===== config.mk =====
export PLATFORM = sky130hd
export DESIGN_NAME = http_chunked_body_framer_top_flat
export DESIGN_NICKNAME = d
export VERILOG_FILES = /design/src/design/hcbf_pkg.sv /design/src/design/hcbf_ifs.sv /design/src/design/hcbf_front.sv /design/src/design/hcbf_queue.sv /design/src/design/hcbf_back.sv /design/src/design/http_chunked_body_framer_top.sv /design/src/flat_wrapper.sv
export SDC_FILE = /design/constraint.sdc
export NUM_CORES = 1
export LEC_CHECK = 0
export BUFFER_PORTS_ARGS = -buffer_cell sky130_fd_sc_hd__buf_2
export CORE_UTILIZATION = 54
export CTS_CLUSTER_DIAMETER = 50
export CTS_CLUSTER_SIZE = 14
export DETAILED_ROUTE_END_ITERATION = 16
export HOLD_SLACK_MARGIN = 0.1
export PLACE_DENSITY = 0.76
export REMOVE_ABC_BUFFERS = 1
export SLEW_MARGIN = 20
export SYNTH_ARGS = -nofsm -noshare
export SYNTH_HDL_FRONTEND = slang
export SYNTH_SLANG_ARGS = --single-unit

===== constraint.sdc =====
create_clock -name i_clk -period 5.85 [get_ports i_clk]
set_input_delay 1.755 -clock i_clk [delete_from_list [all_inputs] [get_ports i_clk]]
set_output_delay 1.755 -clock i_clk [all_outputs]
set_load 0.02 [all_outputs]

===== src/design/hcbf_pkg.sv =====
// Shared types, codes and character helpers for the chunked body framer.
`timescale 1ns / 1ps

package hcbf_pkg;

    localparam int LEN_W  = 31;
    localparam int BYTE_W = 8;
    localparam int CMD_STEP_W = 4;

    // Input action codes
    typedef enum logic [1:0] {
        ACT_BEGIN = 2'd0,
        ACT_DATA  = 2'd1,
        ACT_END   = 2'd2
    } t_action;

    // Work kinds handed from the front to the back
    typedef enum logic [1:0] {
        K_DATA = 2'd0,
        K_HEX  = 2'd1,
        K_END  = 2'd2
    } t_kind;

    // Status codes carried on each output beat
    localparam logic [1:0] ST_OK    = 2'd0;
    localparam logic [1:0] ST_OVER  = 2'd1;
    localparam logic [1:0] ST_SHORT = 2'd2;

    // Configuration register indexes and reset values
    localparam logic REG_CHUNKED_MODE = 1'b0;
    localparam logic MODE_RESET       = 1'b1;

    localparam logic [BYTE_W-1:0] CHAR_CR   = 8'h0d;
    localparam logic [BYTE_W-1:0] CHAR_LF   = 8'h0a;
    localparam logic [BYTE_W-1:0] CHAR_ZERO = 8'h30;

    typedef struct packed {
        t_kind              kind;
        logic [BYTE_W-1:0]  data;
        logic [1:0]         status;
        logic [LEN_W-1:0]   length;
        logic               crlf;
        logic               fin;
    } t_cmd;

    // Lower-case hex character of one nibble
    function automatic logic [BYTE_W-1:0] hex_char(input logic [3:0] nib);
        logic [BYTE_W-1:0] r;
        if (nib < 4'd10) begin
            r = CHAR_ZERO + {4'd0, nib};
        end else begin
            r = 8'h57 + {4'd0, nib};
        end
        return r;
    endfunction

    // Closing sequence: CR LF, then the zero chunk 0 CR LF CR LF
    function automatic logic [BYTE_W-1:0] end_char(input logic [2:0] step);
        logic [BYTE_W-1:0] r;
        unique case (step)
            3'd0:    r = CHAR_CR;
            3'd1:    r = CHAR_LF;
            3'd2:    r = CHAR_ZERO;
            3'd3:    r = CHAR_CR;
            3'd4:    r = CHAR_LF;
            3'd5:    r = CHAR_CR;
            default: r = CHAR_LF;
        endcase
        return r;
    endfunction

    // Count leading zero nibbles, keeping at least one digit
    function automatic logic [2:0] lead_zero_nibbles(input logic [LEN_W-1:0] len);
        logic [31:0] v;
        logic [2:0]  lz;
        logic        found;
        v     = {1'b0, len};
        lz    = 3'd0;
        found = 1'b0;
        for (int i = 7; i >= 1; i--) begin
            if (!found && v[4*i +: 4] == 4'd0) begin
                lz = lz + 3'd1;
            end else begin
                found = 1'b1;
            end
        end
        return lz;
    endfunction

endpackage


===== src/design/hcbf_ifs.sv =====
// Valid/ready channel interfaces for the framer input and output beats.
`timescale 1ns / 1ps

interface hcbf_in_if;
    logic                                valid;
    logic                                ready;
    logic [1:0]                          action;
    logic [hcbf_pkg::LEN_W-1:0]          chunk_length;
    logic [hcbf_pkg::BYTE_W-1:0]         data_byte;
    logic                                final_flag;

    modport source (output valid, action, chunk_length, data_byte, final_flag,
                    input ready);
    modport sink   (input valid, action, chunk_length, data_byte, final_flag,
                    output ready);
endinterface

interface hcbf_out_if;
    logic                                valid;
    logic                                ready;
    logic [hcbf_pkg::BYTE_W-1:0]         out_byte;
    logic                                run_last;
    logic [1:0]                          status;

    modport source (output valid, out_byte, run_last, status, input ready);
    modport sink   (input valid, out_byte, run_last, status, output ready);
endinterface


===== src/design/hcbf_front.sv =====
// Front end: accepts input beats, tracks the chunk count and issues work.
`timescale 1ns / 1ps

module hcbf_front (
    input  logic               i_clk,
    input  logic               i_rst_n,
    hcbf_in_if.sink            i_in,
    input  logic               i_cfg_we,
    input  logic               i_cfg_wdata,
    input  logic               i_q_full,
    output logic               o_push,
    output hcbf_pkg::t_cmd     o_cmd,
    output logic               o_mode
);

    logic                          r_mode;
    logic                          r_declared_nz;
    logic [hcbf_pkg::LEN_W-1:0]    r_remaining;
    logic                          n_declared_nz;
    logic [hcbf_pkg::LEN_W-1:0]    n_remaining;
    logic                          accept;
    logic                          rem_nz;

    assign i_in.ready = !i_q_full;
    assign accept     = i_in.valid && i_in.ready;
    assign rem_nz     = (r_remaining != '0);
    assign o_mode     = r_mode;

    // Classify the beat and work out the next count
    always_comb begin
        n_declared_nz = r_declared_nz;
        n_remaining   = r_remaining;
        o_push        = 1'b0;
        o_cmd.kind    = hcbf_pkg::K_DATA;
        o_cmd.data    = i_in.data_byte;
        o_cmd.status  = hcbf_pkg::ST_OK;
        o_cmd.length  = i_in.chunk_length;
        o_cmd.crlf    = r_declared_nz;
        o_cmd.fin     = i_in.final_flag;
        unique case (i_in.action)
            hcbf_pkg::ACT_BEGIN: begin
                o_cmd.kind = hcbf_pkg::K_HEX;
                if (r_mode) begin
                    n_remaining   = i_in.chunk_length;
                    n_declared_nz = (i_in.chunk_length != '0);
                    o_push        = accept && (i_in.chunk_length != '0);
                end
            end
            hcbf_pkg::ACT_DATA: begin
                o_push = accept;
                if (r_mode) begin
                    if (rem_nz) begin
                        n_remaining = r_remaining - 1'b1;
                    end else begin
                        o_cmd.status = hcbf_pkg::ST_OVER;
                    end
                end
            end
            hcbf_pkg::ACT_END: begin
                o_cmd.kind    = hcbf_pkg::K_END;
                o_cmd.status  = rem_nz ? hcbf_pkg::ST_SHORT : hcbf_pkg::ST_OK;
                o_push        = accept && r_mode && (r_declared_nz || i_in.final_flag);
                n_declared_nz = 1'b0;
                n_remaining   = '0;
            end
            default: begin
                o_push = 1'b0;
            end
        endcase
    end

    // Advance the chunk state on each accepted beat
    always_ff @(posedge i_clk) begin
        if (!i_rst_n) begin
            r_declared_nz <= 1'b0;
            r_remaining   <= '0;
        end else if (accept) begin
            r_declared_nz <= n_declared_nz;
            r_remaining   <= n_remaining;
        end
    end

    // Hold the mode register
    always_ff @(posedge i_clk) begin
        if (!i_rst_n) begin
            r_mode <= hcbf_pkg::MODE_RESET;
        end else if (i_cfg_we) begin
            r_mode <= i_cfg_wdata;
        end
    end

    a_rem_implies_open: assert property (@(posedge i_clk) disable iff (!i_rst_n)
        (r_remaining != '0) |-> r_declared_nz)
        else $error("bytes remain with no open chunk");

    a_push_in_chunked: assert property (@(posedge i_clk) disable iff (!i_rst_n)
        (o_push && o_cmd.kind != hcbf_pkg::K_DATA) |-> r_mode)
        else $error("framing work issued in identity mode");

endmodule


===== src/design/hcbf_queue.sv =====
// Short work queue between the front and the back.
`timescale 1ns / 1ps

module hcbf_queue #(
    parameter int DEPTH = 4
) (
    input  logic               i_clk,
    input  logic               i_rst_n,
    input  logic               i_push,
    input  hcbf_pkg::t_cmd     i_cmd,
    input  logic               i_pop,
    output logic               o_valid,
    output logic               o_full,
    output hcbf_pkg::t_cmd     o_cmd
);

    localparam int PTR_W = (DEPTH > 1) ? $clog2(DEPTH) : 1;
    localparam int CNT_W = $clog2(DEPTH + 1);

    hcbf_pkg::t_cmd       r_mem [DEPTH];
    logic [PTR_W-1:0]     r_wr_ptr;
    logic [PTR_W-1:0]     r_rd_ptr;
    logic [CNT_W-1:0]     r_count;
    logic                 do_push;
    logic                 do_pop;

    assign o_valid = (r_count != '0);
    assign o_full  = (r_count == CNT_W'(DEPTH));
    assign o_cmd   = r_mem[r_rd_ptr];
    assign do_push = i_push && !o_full;
    assign do_pop  = i_pop && o_valid;

    // Store an entry
    always_ff @(posedge i_clk) begin
        if (do_push) begin
            r_mem[r_wr_ptr] <= i_cmd;
        end
    end

    // Advance pointers and count
    always_ff @(posedge i_clk) begin
        if (!i_rst_n) begin
            r_wr_ptr <= '0;
            r_rd_ptr <= '0;
            r_count  <= '0;
        end else begin
            if (do_push) begin
                r_wr_ptr <= (r_wr_ptr == PTR_W'(DEPTH - 1)) ? '0 : r_wr_ptr + 1'b1;
            end
            if (do_pop) begin
                r_rd_ptr <= (r_rd_ptr == PTR_W'(DEPTH - 1)) ? '0 : r_rd_ptr + 1'b1;
            end
            if (do_push && !do_pop) begin
                r_count <= r_count + 1'b1;
            end else if (do_pop && !do_push) begin
                r_count <= r_count - 1'b1;
            end
        end
    end

    a_no_overflow: assert property (@(posedge i_clk) disable iff (!i_rst_n)
        i_push |-> !o_full)
        else $error("push into a full queue");

endmodule


===== src/design/hcbf_back.sv =====
// Back end: expands queued work into output bytes behind an output register.
`timescale 1ns / 1ps

module hcbf_back (
    input  logic               i_clk,
    input  logic               i_rst_n,
    input  logic               i_q_valid,
    input  hcbf_pkg::t_cmd     i_cmd,
    output logic               o_pop,
    hcbf_out_if.source         o_out
);

    logic                               r_busy;
    hcbf_pkg::t_kind                    r_kind;
    logic [hcbf_pkg::BYTE_W-1:0]        r_data;
    logic [1:0]                         r_status;
    logic [31:0]                        r_sh;
    logic [hcbf_pkg::CMD_STEP_W-1:0]    r_step;
    logic [hcbf_pkg::CMD_STEP_W-1:0]    r_last_step;
    logic [hcbf_pkg::CMD_STEP_W-1:0]    r_ndig;
    logic                               r_ovalid;
    logic [hcbf_pkg::BYTE_W-1:0]        r_obyte;
    logic                               r_olast;
    logic [1:0]                         r_ostatus;

    logic                               can_adv;
    logic                               emit;
    logic                               is_last;
    logic [hcbf_pkg::BYTE_W-1:0]        cur_byte;
    logic [2:0]                         lz;
    logic [hcbf_pkg::CMD_STEP_W-1:0]    n_step;
    logic [hcbf_pkg::CMD_STEP_W-1:0]    n_last_step;
    logic [hcbf_pkg::CMD_STEP_W-1:0]    n_ndig;

    assign can_adv = !r_ovalid || o_out.ready;
    assign emit    = r_busy && can_adv;
    assign is_last = (r_step == r_last_step);
    assign o_pop   = i_q_valid && (!r_busy || (emit && is_last));
    assign lz      = hcbf_pkg::lead_zero_nibbles(i_cmd.length);

    // Pick the byte for the current step
    always_comb begin
        unique case (r_kind)
            hcbf_pkg::K_DATA: cur_byte = r_data;
            hcbf_pkg::K_HEX: begin
                if (r_step < r_ndig) begin
                    cur_byte = hcbf_pkg::hex_char(r_sh[31:28]);
                end else if (r_step == r_ndig) begin
                    cur_byte = hcbf_pkg::CHAR_CR;
                end else begin
                    cur_byte = hcbf_pkg::CHAR_LF;
                end
            end
            default: cur_byte = hcbf_pkg::end_char(r_step[2:0]);
        endcase
    end

    // Work out step range of the incoming work
    always_comb begin
        n_ndig = hcbf_pkg::CMD_STEP_W'(4'd8 - {1'b0, lz});
        unique case (i_cmd.kind)
            hcbf_pkg::K_DATA: begin
                n_step      = '0;
                n_last_step = '0;
            end
            hcbf_pkg::K_HEX: begin
                n_step      = '0;
                n_last_step = n_ndig + 1'b1;
            end
            default: begin
                n_step      = i_cmd.crlf ? 4'd0 : 4'd2;
                n_last_step = i_cmd.fin  ? 4'd6 : 4'd1;
            end
        endcase
    end

    // Load work, step through it
    always_ff @(posedge i_clk) begin
        if (!i_rst_n) begin
            r_busy <= 1'b0;
        end else if (o_pop) begin
            r_busy <= 1'b1;
        end else if (emit && is_last) begin
            r_busy <= 1'b0;
        end
    end

    always_ff @(posedge i_clk) begin
        if (o_pop) begin
            r_kind      <= i_cmd.kind;
            r_data      <= i_cmd.data;
            r_status    <= i_cmd.status;
            r_sh        <= {1'b0, i_cmd.length} << {lz, 2'b00};
            r_step      <= n_step;
            r_last_step <= n_last_step;
            r_ndig      <= n_ndig;
        end else if (emit) begin
            r_step <= r_step + 1'b1;
            r_sh   <= {r_sh[27:0], 4'd0};
        end
    end

    // Hold the output beat until taken
    always_ff @(posedge i_clk) begin
        if (!i_rst_n) begin
            r_ovalid <= 1'b0;
        end else if (can_adv) begin
            r_ovalid <= emit;
        end
    end

    always_ff @(posedge i_clk) begin
        if (emit) begin
            r_obyte   <= cur_byte;
            r_olast   <= is_last;
            r_ostatus <= r_status;
        end
    end

    assign o_out.valid    = r_ovalid;
    assign o_out.out_byte = r_obyte;
    assign o_out.run_last = r_olast;
    assign o_out.status   = r_ostatus;

    a_step_in_range: assert property (@(posedge i_clk) disable iff (!i_rst_n)
        r_busy |-> (r_step <= r_last_step))
        else $error("sequencer step past the end of its work");

    a_hex_digits: assert property (@(posedge i_clk) disable iff (!i_rst_n)
        (r_busy && r_kind == hcbf_pkg::K_HEX) |-> (r_ndig >= 4'd1 && r_ndig <= 4'd8))
        else $error("hex digit count out of range");

endmodule


===== src/design/http_chunked_body_framer_top.sv =====
// Top level of the HTTP chunked body framer.
//
//  channel   dir   handshake       payload
//  i_in      in    valid/ready     action, chunk_length, data_byte, final_flag
//  o_out     out   valid/ready     out_byte, run_last, status
//  APB       in    psel/penable    chunked_mode at byte address 0
//
// While the output is not stalled, a data beat produces one output byte, back to back,
// at one beat per cycle, and a begin beat up to ten framing bytes and an end beat up to
// seven, one per cycle from the back-end sequencer; the front keeps accepting while the
// queue has room. Work passes the queue, back-end registers and output register.
// Reset is synchronous, active low; the mode resets to chunked.
// An output stall fills the queue and then drops i_in.ready.
`timescale 1ns / 1ps

module http_chunked_body_framer_top #(
    parameter int QUEUE_DEPTH = 4
) (
    input  logic          i_clk,
    input  logic          i_rst_n,
    hcbf_in_if.sink       i_in,
    hcbf_out_if.source    o_out,
    input  logic          psel,
    input  logic          penable,
    input  logic          pwrite,
    input  logic [2:0]    paddr,
    input  logic [31:0]   pwdata,
    output logic [31:0]   prdata,
    output logic          pready
);

    logic               cfg_we;
    logic               mode;
    logic               q_full;
    logic               q_valid;
    logic               push;
    logic               pop;
    hcbf_pkg::t_cmd     push_cmd;
    hcbf_pkg::t_cmd     head_cmd;

    // Decode the register write and readback
    assign pready = 1'b1;
    assign cfg_we = psel && penable && pwrite && pready
                    && (paddr[2] == hcbf_pkg::REG_CHUNKED_MODE);
    assign prdata = (paddr[2] == hcbf_pkg::REG_CHUNKED_MODE) ? {31'd0, mode} : 32'd0;

    hcbf_front u_front (
        .i_clk       (i_clk),
        .i_rst_n     (i_rst_n),
        .i_in        (i_in),
        .i_cfg_we    (cfg_we),
        .i_cfg_wdata (pwdata[0]),
        .i_q_full    (q_full),
        .o_push      (push),
        .o_cmd       (push_cmd),
        .o_mode      (mode)
    );

    hcbf_queue #(
        .DEPTH (QUEUE_DEPTH)
    ) u_queue (
        .i_clk   (i_clk),
        .i_rst_n (i_rst_n),
        .i_push  (push),
        .i_cmd   (push_cmd),
        .i_pop   (pop),
        .o_valid (q_valid),
        .o_full  (q_full),
        .o_cmd   (head_cmd)
    );

    hcbf_back u_back (
        .i_clk     (i_clk),
        .i_rst_n   (i_rst_n),
        .i_q_valid (q_valid),
        .i_cmd     (head_cmd),
        .o_pop     (pop),
        .o_out     (o_out)
    );

endmodule


===== src/flat_wrapper.sv =====
// flat-port wrapper written by rule: the top's interface ports become plain ports
module http_chunked_body_framer_top_flat 
#(
    parameter int QUEUE_DEPTH = 4
)
  (i_clk, i_rst_n, psel, penable, pwrite, paddr, pwdata, prdata, pready, i_in_valid, i_in_action, i_in_chunk_length, i_in_data_byte, i_in_final_flag, i_in_ready, o_out_valid, o_out_out_byte, o_out_run_last, o_out_status, o_out_ready);
  hcbf_in_if i_in_i ();
  hcbf_out_if o_out_i ();
  input  logic i_clk;
  input  logic i_rst_n;
  input  logic psel;
  input  logic penable;
  input  logic pwrite;
  input  logic [2:0] paddr;
  input  logic [31:0] pwdata;
  output logic [31:0] prdata;
  output logic pready;
  input wire logic [$bits(i_in_i.valid)-1:0] i_in_valid;
  input wire logic [$bits(i_in_i.action)-1:0] i_in_action;
  input wire logic [$bits(i_in_i.chunk_length)-1:0] i_in_chunk_length;
  input wire logic [$bits(i_in_i.data_byte)-1:0] i_in_data_byte;
  input wire logic [$bits(i_in_i.final_flag)-1:0] i_in_final_flag;
  output wire logic [$bits(i_in_i.ready)-1:0] i_in_ready;
  output wire logic [$bits(o_out_i.valid)-1:0] o_out_valid;
  output wire logic [$bits(o_out_i.out_byte)-1:0] o_out_out_byte;
  output wire logic [$bits(o_out_i.run_last)-1:0] o_out_run_last;
  output wire logic [$bits(o_out_i.status)-1:0] o_out_status;
  input wire logic [$bits(o_out_i.ready)-1:0] o_out_ready;
  assign i_in_i.valid = i_in_valid;
  assign i_in_i.action = i_in_action;
  assign i_in_i.chunk_length = i_in_chunk_length;
  assign i_in_i.data_byte = i_in_data_byte;
  assign i_in_i.final_flag = i_in_final_flag;
  assign i_in_ready = i_in_i.ready;
  assign o_out_valid = o_out_i.valid;
  assign o_out_out_byte = o_out_i.out_byte;
  assign o_out_run_last = o_out_i.run_last;
  assign o_out_status = o_out_i.status;
  assign o_out_i.ready = o_out_ready;
  http_chunked_body_framer_top #(.QUEUE_DEPTH(QUEUE_DEPTH)) u_core (.i_clk(i_clk), .i_rst_n(i_rst_n), .i_in(i_in_i), .o_out(o_out_i), .psel(psel), .penable(penable), .pwrite(pwrite), .paddr(paddr), .pwdata(pwdata), .prdata(prdata), .pready(pready));
endmodule

==> summary.txt, run 1 <==
Status
  – Status: finished, final reports clean

Placement
  – Placer Congestion: 0.9366
  – Count of input and output buffers: 64
  – Placed Instance Area: 0.01421 mm2
  – HPWL Detailed: around 19000 um

Setup path
  – CP max-delay cell: or4_1
  – WS Path Type: reg2reg
  – Critical Path RT: around 6200 ps
  – Crit-path cells: buf_8, mux4_2, or3_4, nand2b_1, inv_1, ha_1, nor3_1, nor2_1, ha_1, o21bai_1, a21oi_1, ha_1, nand2_1, a221oi_2, ha_1, inv_1, or4_1, a211o_1, a21o_1, a21oi_2, buf_4, nand4_4, o21ai_1
  – CP bufs+invs: 4
  – Critical Path AT: between 6000 and 7000 ps
  – CP Max Fanout: 7
  – Cell family with most CP delay: simple AND/OR/NAND/NOR gates
  – Setup crit start kind: flop
  – Worst path max stage delay: 530 ps
  – CP Capture Type: flop
  – Crit path top cell by count: ha_1

Die
  – FP Rows: 57
  – Initial Util: a little under three fifths
  – Die Width: 159.9 um
  – Full die area: 0.02558 mm2
  – I/O pin count: 130
  – Floorplan core area: 0.02439 mm2
  – Die height: 159.9 um

Drt
  – Via count: slightly below 9000
  – Routed Antenna Nets: 0
  – WL per Instance: approximately 20 um
  – Pre-Repair DR Iteration Count: 5
  – Remaining DRCs: 0
  – DR iter-0 viols: 703
  – Vias per cell: around 6
  – WL final: between 20000 and 30000 um

Timing
  – Final hold slack: 427.3 ps
  – Setup TNS: 0 ps
  – Slew headroom: between 20% and 30%
  – Period utilization: between 90% and 100%
  – Fmax: 176.0 MHz
  – Setup violations, final: 0
  – Least-Margin Pin Slew: between 1000 and 1500 ps
  – Fin crit period: 5682 ps
  – Hold violation count in the final report: 0
  – Slew Viols, Final: 0
  – Clk_skew: 15.94 ps

Synth
  – Main synth FF type: edfxtp_1
  – Post-synth top cells: edfxtp_1 (247), nand2_1 (65), nor2_1 (65), a21oi_1 (59), mux4_2 (47)
  – Most frequent cell after synthesis: edfxtp_1
  – #FFs+latches synth: 291
  – Number of synthesized flops with an enable pin: between 200 and 250
  – Asr flop ratio synth: 0%
  – Synth warnings: 0
  – Syn avg cell area: between 10 and 15 um2
  – Synth top area share: 55.07%
  – Cell Area, Synth: about 0.013 mm2
  – Sequential fraction of the synthesis area: 61.61%
  – Largest area contributor in the netlist: edfxtp_1
  – Top cells by area, synth: edfxtp_1 (55%), mux4_2 (7.9%), dfxtp_1 (6.5%), ha_1 (2.6%), a21oi_1 (2.2%)
  – Gate Count Post-Synth: about 1000
  – Distinct cells, synth: 78

Global routing
  – First-pass GRT wire length: ~45000 um
  – Initial antenna violation count: 0
  – Total gr overflow: 0
  – Total GRT Usage: 22.47%
  – Vias in the first global route: 8391
  – Largest net degree at the start of global routing: 46

Clocking
  – Worst-Skew Late Latency: 550 ps
  – CTS Sinks: a little under 300
  – Clock root buffer: clkbuf_16
  – Htree depth: 1
  – CTS tree: done
  – Longest Clk Path Bufs: 3
  – Worst-path clk slew: approximately 60 ps
  – CTS buffer count: 29

Pwr
  – Comb pwr share: 31.9%
  – Flop pwr share: between 40% and 50%
  – Switching pwr: 2.306 mW
  – Clock network power share: 25.8%
  – P_int: around 4.7 mW
  – Maximum VDD drop: ~0.27 mV
  – Total Power: 6.978 mW
  – Switch share: 33.05%
  – Pwr dens: 459.4 mW/mm2
  – Leakage: approximately 5.5 nW

Finish
  – Filler cell count: 1847
  – Share of layout cells above drive strength 1: approximately a fifth
  – Final instance area: ~0.015 mm2
  – Nets: 1206
  – Area grow syn2layout: 12.77%
  – Antenna fix cells: 0

Flow run
  – Max-Cap Viols: 0

Min path
  – Worst hold path type: reg2reg
==> power by group through the flow <==
stage | clock (mW) | combinational, mW | sequential [mW]
global placement | 0 | 2.12 | 2.98
floorplan | 0 | 1.40 | 3.04
detailed placement | 0 | 2.18 | 2.99
CTS | 1.82 | 2.20 | 2.96
global route | 1.90 | 2.43 | 2.99
finish | 1.80 | 2.22 | 2.96
==> final cells by class <==
cell class / instances / area (um2) / area share (%)
tap: 324 / 405.4 / 2.669
multi-input combinational: 614 / 4674 / 30.78
clock inverter: 10 / 117.6 / 0.7744
timing repair buffer: 113 / 708.2 / 4.663
inverter: 44 / 167.7 / 1.104
clock buffer: 44 / 812.0 / 5.346
sequential: 291 / 8303 / 54.67
==> worst reg2reg max path, cell delays in order, from the launching register on <==
cell	delay, ps
dfxtp_4	410
buf_8	160
mux4_2	520
or3_4	430
nand2b_1	180
inv_1	100
ha_1	250
nor3_1	190
nor2_1	70
ha_1	310
o21bai_1	150
a21oi_1	90
ha_1	300
nand2_1	80
a221oi_2	260
ha_1	180
inv_1	50
or4_1	530
a211o_1	330
a21o_1	200
a21oi_2	180
buf_4	190
nand4_4	130
o21ai_1	250
==> worst paths after layout <==
check / startpoint / endpoint / slack (ps) / cells past startpoint
max: flop / u_core.u_back.r_sh[18] / 170 / 23
min: u_core.u_back.r_status[1] / u_core.u_back.o_out.status[1] / 430 / 0
max reg2reg: flop / u_core.u_back.r_sh[18] / 170 / 23
min reg2reg: u_core.u_back.r_status[1] / u_core.u_back.o_out.status[1] / 430 / 0
==> stage by stage <==
step	util (%)	std cells	setup slack, ps
after floorplan	-	949	-1643
after global placement	58.27	1384	59.87
after detailed placement	58.27	1384	34.25
after CTS	62.11	1438	49.94
after global routing	62.27	1440	-46.34
final	62.27	1440	167.7
==> layout by cell type, fill, tap and decap left out, types with 32 or more instances in the layout <==
cell type  netlist  final
a21oi_1         59     58
conb_1           2     32
edfxtp_1       247    247
buf_2           11     64
o21ai_0         40     40
dfxtp_1         44     42
nor2_1          65     65
nand2_1         65     65
inv_1           40     40
buf_4           36     47
mux4_2          47     48
==> flip-flops by register name (all words and copies together) (netlist names), 3 cells and up, named ones only <==
signal                        flops
u_core.u_back.o_out.out_byte      8
u_core.u_back.r_data              8
u_core.u_back.r_last_step         4
u_core.u_back.r_ndig              4
u_core.u_back.r_sh               32
u_core.u_back.r_step              4
u_core.u_front.r_remaining       31
u_core.u_queue.r_count            3
u_core.u_queue.r_mem            180
==> metal layers <==
layer	track usage [%]	up-vias	routed length (um)
met5	0	-	0
met4	5.455	0	435
met3	2.519	33	1981
met2	38.18	390	14590
met1	31.15	4236	12040
li1	-	4004	-
==> kinds of logic (layout without fill, tap and decap cells) <==
| family | Yosys count | in the layout | share of synthesized area, % |
|---|---|---|---|
| AOI/OAI and AO/OA | 215 | 215 | 10.77 |
| xor gates and xnor gates | 15 | 15 | 0.9755 |
| adders and majority gates | 29 | 29 | 2.750 |
| buffers and inverters | 124 | 211 | 4.840 |
| DFF | 291 | 291 | 61.61 |
| muxes | 68 | 68 | 9.578 |
| other | 2 | 32 | 0.05576 |
| and+or+nand+nor | 255 | 255 | 9.420 |
==> repair_timing <==
item / CTS / global route
pin swaps: 0 / 2
gates resized for setup: 2 / 7
setup endpoints to repair: 1 / 35
buffers inserted: 0 / 2
hold buffers: 0 / 0
Note: power is estimated with default switching activity, not from simulation.
==> run 2, diff against run 1 <==
CORE_UTILIZATION = 53   (was 54)
PLACE_DENSITY = 0.74   (was 0.76)
==> summary.txt, run 2 (same netlist as run 1, synthesis figures left out) <==
Setup path
  – Critical Path AT: 6060 ps
  – Worst path max stage delay: 610 ps
  – CP Max Fanout: 10
  – CP max-delay cell: mux4_1
  – Cell family with most CP delay: compound AO/OA/AOI/OAI gates
  – Crit path depth: 21
  – WS Path Type: reg2reg
  – R2r worst-path depth: 21
  – CP bufs+invs: 2
  – Setup crit start kind: flop
  – Crit path top cell by count: ha_1
  – Critical Path RT: 6220 ps
  – CP Capture Type: flop
  – Crit-path cells: mux4_1, or4_1, a21oi_2, ha_1, nor3_2, nor2_1, ha_1, o21bai_1, a21oi_1, ha_1, nand2_1, a221oi_2, ha_1, inv_1, or4_1, a211o_1, a21o_1, a21oi_4, buf_4, o211ai_1, a21oi_2

Die
  – Initial Util: between 50% and 60%
  – Die height: around 160 um
  – Die Width: 161.4 um
  – Full die area: 0.02605 mm2
  – I/O pin count: 130
  – Floorplan core area: 0.02460 mm2
  – FP Rows: 57

Drt
  – Routed Antenna Nets: 0
  – Vias per cell: 6.071
  – WL final: 29310 um
  – Via count: 8712
  – DR iter-0 viols: 789
  – Pre-Repair DR Iteration Count: 5
  – WL per Instance: 20.43 um
  – Remaining DRCs: 0

Finish
  – Largest register FFs: 180
  – Antenna fix cells: 0
  – Share of layout cells above drive strength 1: between 20% and 30%
  – Nets: 1202
  – Utilization after layout: 61.72%
  – Leading cell type in the layout, fill and taps excluded: edfxtp_1
  – Area grow syn2layout: 12.76%
  – Commonest cells after routing, fill and taps aside: edfxtp_1 (247), nand2_1 (65), nor2_1 (65)
  – Biggest regs: u_core.u_queue.r_mem x180, u_core.u_back.r_sh x32, u_core.u_front.r_remaining x31
  – Largest reg by FF count: u_core.u_queue.r_mem

Clocking
  – CTS tree: done
  – # hold bufs at CTS: 0
  – Clock root buffer: clkbuf_16
  – CTS Sinks: 291
  – Htree depth: 1
  – CTS buffer count: 29
  – Worst-Skew Late Latency: 540 ps
  – Longest Clk Path Bufs: 3
  – Worst-path clk slew: 70 ps

Pwr
  – Leakage: 5.475 nW
  – Maximum VDD drop: 0.2395 mV
  – Pwr dens: 458.5 mW/mm2

Global routing
  – First-pass GRT wire length: 45780 um
  – Initial antenna violation count: 0
  – Largest net degree at the start of global routing: 37
  – Total GRT Usage: 22.48%
  – Total gr overflow: 0
  – Vias in the first global route: 8516

Status
  – Status: finished, final reports clean

Min path
  – Worst hold path type: reg2reg
  – Hold depth: 0

Timing
  – Fmax: 175.5 MHz
  – Fin crit period: 5696 ps
  – Slew Viols, Final: 0
  – Setup violations, final: 0
  – Slew headroom: 24.71%
  – Clk_skew: 13.69 ps
  – Least-Margin Pin Slew: 1115 ps
  – Post-route setup slack: 153.6 ps
  – Hold violation count in the final report: 0
  – Period utilization: 97.37%
  – Setup TNS: 0 ps

Placement
  – Count of input and output buffers: 64
  – Pre-CTS setup slack: -37.48 ps
  – HPWL Detailed: 19880 um
  – Placer Congestion: between 0.9 and 1

Flow run
  – Max-Cap Viols: 0
==> run 2: power breakdown <==
| group | total (mW) | switching (mW) | internal [mW] |
|---|---|---|---|
| Sequential | 2.94 | 0.181 | 2.76 |
| Clock | 1.79 | 0.782 | 1.01 |
| Combinational | 2.23 | 1.35 | 0.876 |
| Total | 6.96 | 2.31 | 4.65 |
==> run 2: what timing repair did <==
item / 4_1_cts / 5_1_grt
gates resized for setup: 3 / 6
setup endpoints to repair: 2 / 35
setup buffers: 0 / 2
cloned: 0 / 0
pin swaps: 0 / 3
==> run 2: metal layers <==
metal / GRT usage [%] / part of all wire, % / vias up / wire length, um
met4: 7.075 / 2.3 / 0 / 660
met5: 0 / 0 / - / 0
met2: 37.99 / 50 / 352 / 14510
met3: 2.645 / 5.8 / 48 / 1713
met1: 30.54 / 42 / 4312 / 12420
li1: - / - / 4000 / -
==> run 2: stage by stage <==
stage,hold WS (ps),total power [mW],std cells,instance area (um2)
after floorplan,400.3,4.445,949,13100
after global placement,409.2,5.096,1380,14200
after detailed placement,407.5,5.159,1380,14200
after CTS,422.2,6.968,1433,15130
after global routing,429.4,7.290,1435,15190
final,420.3,6.963,1435,15190
==> run 2: path summary, 6_finish.rpt <==
check	startpoint	end	slack [ps]
min reg2reg	u_core.u_back.r_status[0]	u_core.u_back.o_out.status[0]	420
max	flop	u_core.u_back.r_sh[30]	150
min	u_core.u_back.r_status[0]	u_core.u_back.o_out.status[0]	420
max reg2reg	flop	u_core.u_back.r_sh[30]	150
==> run 2: final cells by class <==
class | instances | area (um2)
Fill cell | 1852 | 9419
Sequential cell | 291 | 8303
Multi-Input combinational cell | 614 | 4706
Clock buffer | 42 | 804.5
Timing Repair Buffer | 109 | 683.2
Tap cell | 324 | 405.4
Inverter | 44 | 167.7
Clock inverter | 11 | 116.4
==> run 3, diff against run 2 <==
CAP_MARGIN = 15   (was default)
PLACE_DENSITY = 0.72   (was 0.74)
SETUP_SLACK_MARGIN = 0.3   (was default)
clock period = 5.5 ns   (was 5.85 ns; I/O delays follow)
==> summary.txt, run 3 (same netlist as run 1, synthesis figures left out) <==
Status
  – Status: finished, violations left
  – Failing checks: negative setup slack

Timing
  – Period utilization: 100.4%
  – Clk_skew: approximately 24 ps
  – Final hold slack: around 430 ps
  – Slew Viols, Final: 0
  – Slew headroom: 29.10%
  – Hold violation count in the final report: 0
  – Setup violations, final: 2
  – Fin crit period: 5519 ps
  – Post-route setup slack: -19.49 ps
  – RSZ-0062 raised after global routing: true
  – Fmax: 181.2 MHz
  – Least-Margin Pin Slew: 1061 ps

Clocking
  – Htree depth: 1
  – CTS tree: done
  – Worst-path clk slew: 70 ps
  – Worst-Skew Late Latency: 570 ps
  – CTS buffer count: 30
  – # hold bufs at CTS: 0
  – CTS Sinks: around 290
  – Clock root buffer: clkbuf_16
  – Longest Clk Path Bufs: 3

Die
  – Die Width: 161.4 um
  – I/O pin count: 130
  – Initial Util: 54.74%
  – Full die area: 0.02605 mm2
  – Floorplan core area: approximately 0.025 mm2
  – Die height: 161.4 um
  – FP Rows: 57

Global routing
  – First-pass GRT wire length: about 47000 um
  – Vias in the first global route: about 8600
  – Largest net degree at the start of global routing: 37
  – Total GRT Usage: ~23%
  – Total gr overflow: 0
  – Initial antenna violation count: 0

Finish
  – Post-route insts no fill: between 1000 and 1500
  – Filler cell count: ~1800
  – Area grow syn2layout: 15.58%
  – Leading cell type in the layout, fill and taps excluded: edfxtp_1
  – Nets: 1225
  – Commonest cells after routing, fill and taps aside: edfxtp_1 (247), nor2_1 (64), buf_2 (64)
  – Largest register FFs: 180
  – Biggest regs: u_core.u_queue.r_mem x180, u_core.u_back.r_sh x32, u_core.u_front.r_remaining x31
  – Share of layout cells above drive strength 1: approximately a quarter
  – Antenna fix cells: 0
  – Largest reg by FF count: u_core.u_queue.r_mem

Pwr
  – Flop pwr share: between 40 and 50%
  – Switching pwr: ~2.6 mW
  – P_int: 5.057 mW
  – Maximum VDD drop: 0.3036 mV
  – Leakage: about 5.6 nW
  – Clock network power share: between 20% and 30%
  – Comb pwr share: 33.9%
  – Pwr dens: between 400 and 500 mW/mm2
  – Switch share: 33.78%

Flow run
  – Max-Cap Viols: 0

Setup path
  – WS Path Type: reg2reg
  – Worst R2R Setup Slack: -20 ps
  – Critical Path RT: 5800 ps
  – R2r worst-path depth: 23
  – CP Capture Type: flop
  – Worst r2r dst: u_core.u_back.r_last_step[2]
  – Setup crit start kind: flop
  – CP Max Fanout: 5
  – Critical Path AT: between 5000 and 6000 ps

Min path
  – Min-delay src: u_core.u_back.r_status[1]
  – Hold Path Sink: u_core.u_back.o_out.status[1]
  – Hold depth: 0
  – Worst hold path type: reg2reg

Drt
  – Vias per cell: 6.041
  – Routed Antenna Nets: 0
  – WL per Instance: 20.64 um
  – DR iter-0 viols: 742
  – Via count: 8808
  – Pre-Repair DR Iteration Count: 6
  – Remaining DRCs: 0
  – WL final: 30090 um

Placement
  – HPWL Detailed: 20400 um
  – Placed instance count: 1398
  – Count of input and output buffers: 64
  – Pre-CTS setup slack: -380.6 ps
  – Placer Congestion: between 0.8 and 0.9
==> run 3: cell types whose count changed in the layout (fill, tap and decap cells not counted), moves of 4 or more <==
cell and change:
buf_4 +15, o21ai_2 +8, o21ai_1 -5, o221ai_1 -5
o221ai_2 +5, buf_6 +4, clkinv_1 +4, o21ai_0 -4
==> run 3: cell type report <==
cell class | count | area (um2) | area share [%]
sequential | 291 | 8303 | 53.34
inverter | 44 | 167.7 | 1.077
multi-input combinational | 614 | 4862 | 31.24
clock inverter | 15 | 126.4 | 0.8118
tap | 324 | 405.4 | 2.604
timing repair buffer | 131 | 895.9 | 5.755
clock buffer | 39 | 805.8 | 5.176
==> run 3: worst max-delay path by stage <==
stage | startpoint | endpoint | slack [ps] | cells past startpoint
after floorplan | flop | u_core.u_back.r_last_step[2] | -1990 | 22
after global placement | flop | u_core.u_back.r_sh[30] | -250 | 22
after detailed placement | flop | u_core.u_back.r_sh[30] | -380 | 22
after CTS | flop | u_core.u_back.r_sh[23] | 30 | 20
after global routing | flop | u_core.u_back.r_sh[23] | -200 | 20
final | flop | u_core.u_back.r_last_step[2] | -20 | 23
==> run 3: per-stage QoR <==
stage | power, mW | setup TNS (ps) | instance area, um2 | util [%]
final | 7.637 | -35.11 | 15570 | 63.26
after global routing | 8.011 | -4480 | 15570 | 63.26
after CTS | 7.492 | 0 | 15380 | 62.49
after detailed placement | 5.540 | -9094 | 14330 | 58.25
after global placement | 5.473 | -5221 | 14330 | 58.25
after floorplan | 4.728 | -62980 | 13100 | -
==> run 3: power by group through the flow <==
stage                     Clock (mW)  Sequential [mW]  Combinational, mW
after global placement             0             3.16               2.31
after global routing            2.03             3.17               2.82
after CTS                       1.94             3.13               2.42
after detailed placement           0             3.18               2.36
final                           1.92             3.13               2.59
after floorplan                    0             3.24               1.49
==> run 3: layer usage <==
metal	global-route usage (%)	part of all wire, %	up-vias
met4	6.604	2.6	0
met3	2.928	5.0	64
met1	30.55	42	4391
met5	0	0	-
met2	40.56	51	303
li1	-	-	4050
==> run 3: worst max-delay path, stage by stage, from the launching register on <==
cell and delay (ps):
dfxtp_4 410, buf_12 130, mux4_2 510, or4_4 570, a21oi_4 190, ha_4 230
nor3_4 100, nor2_1 50, ha_1 300, o21bai_1 130, a21oi_1 80, ha_1 310
nand2_1 60, a221oi_2 220, ha_2 220, inv_2 30, or4_4 500, a211o_1 310
a21o_1 230, a21oi_4 210, inv_1 70, ha_2 270, inv_1 50, o21ai_1 60
==> run 3: repair_timing <==
item	CTS	global route
endpoints found under the hold margin	0	0
pin swaps	16	15
setup buffers	1	4
setup endpoints to repair	36	36
gates resized for setup	23	33
cloned	0	1
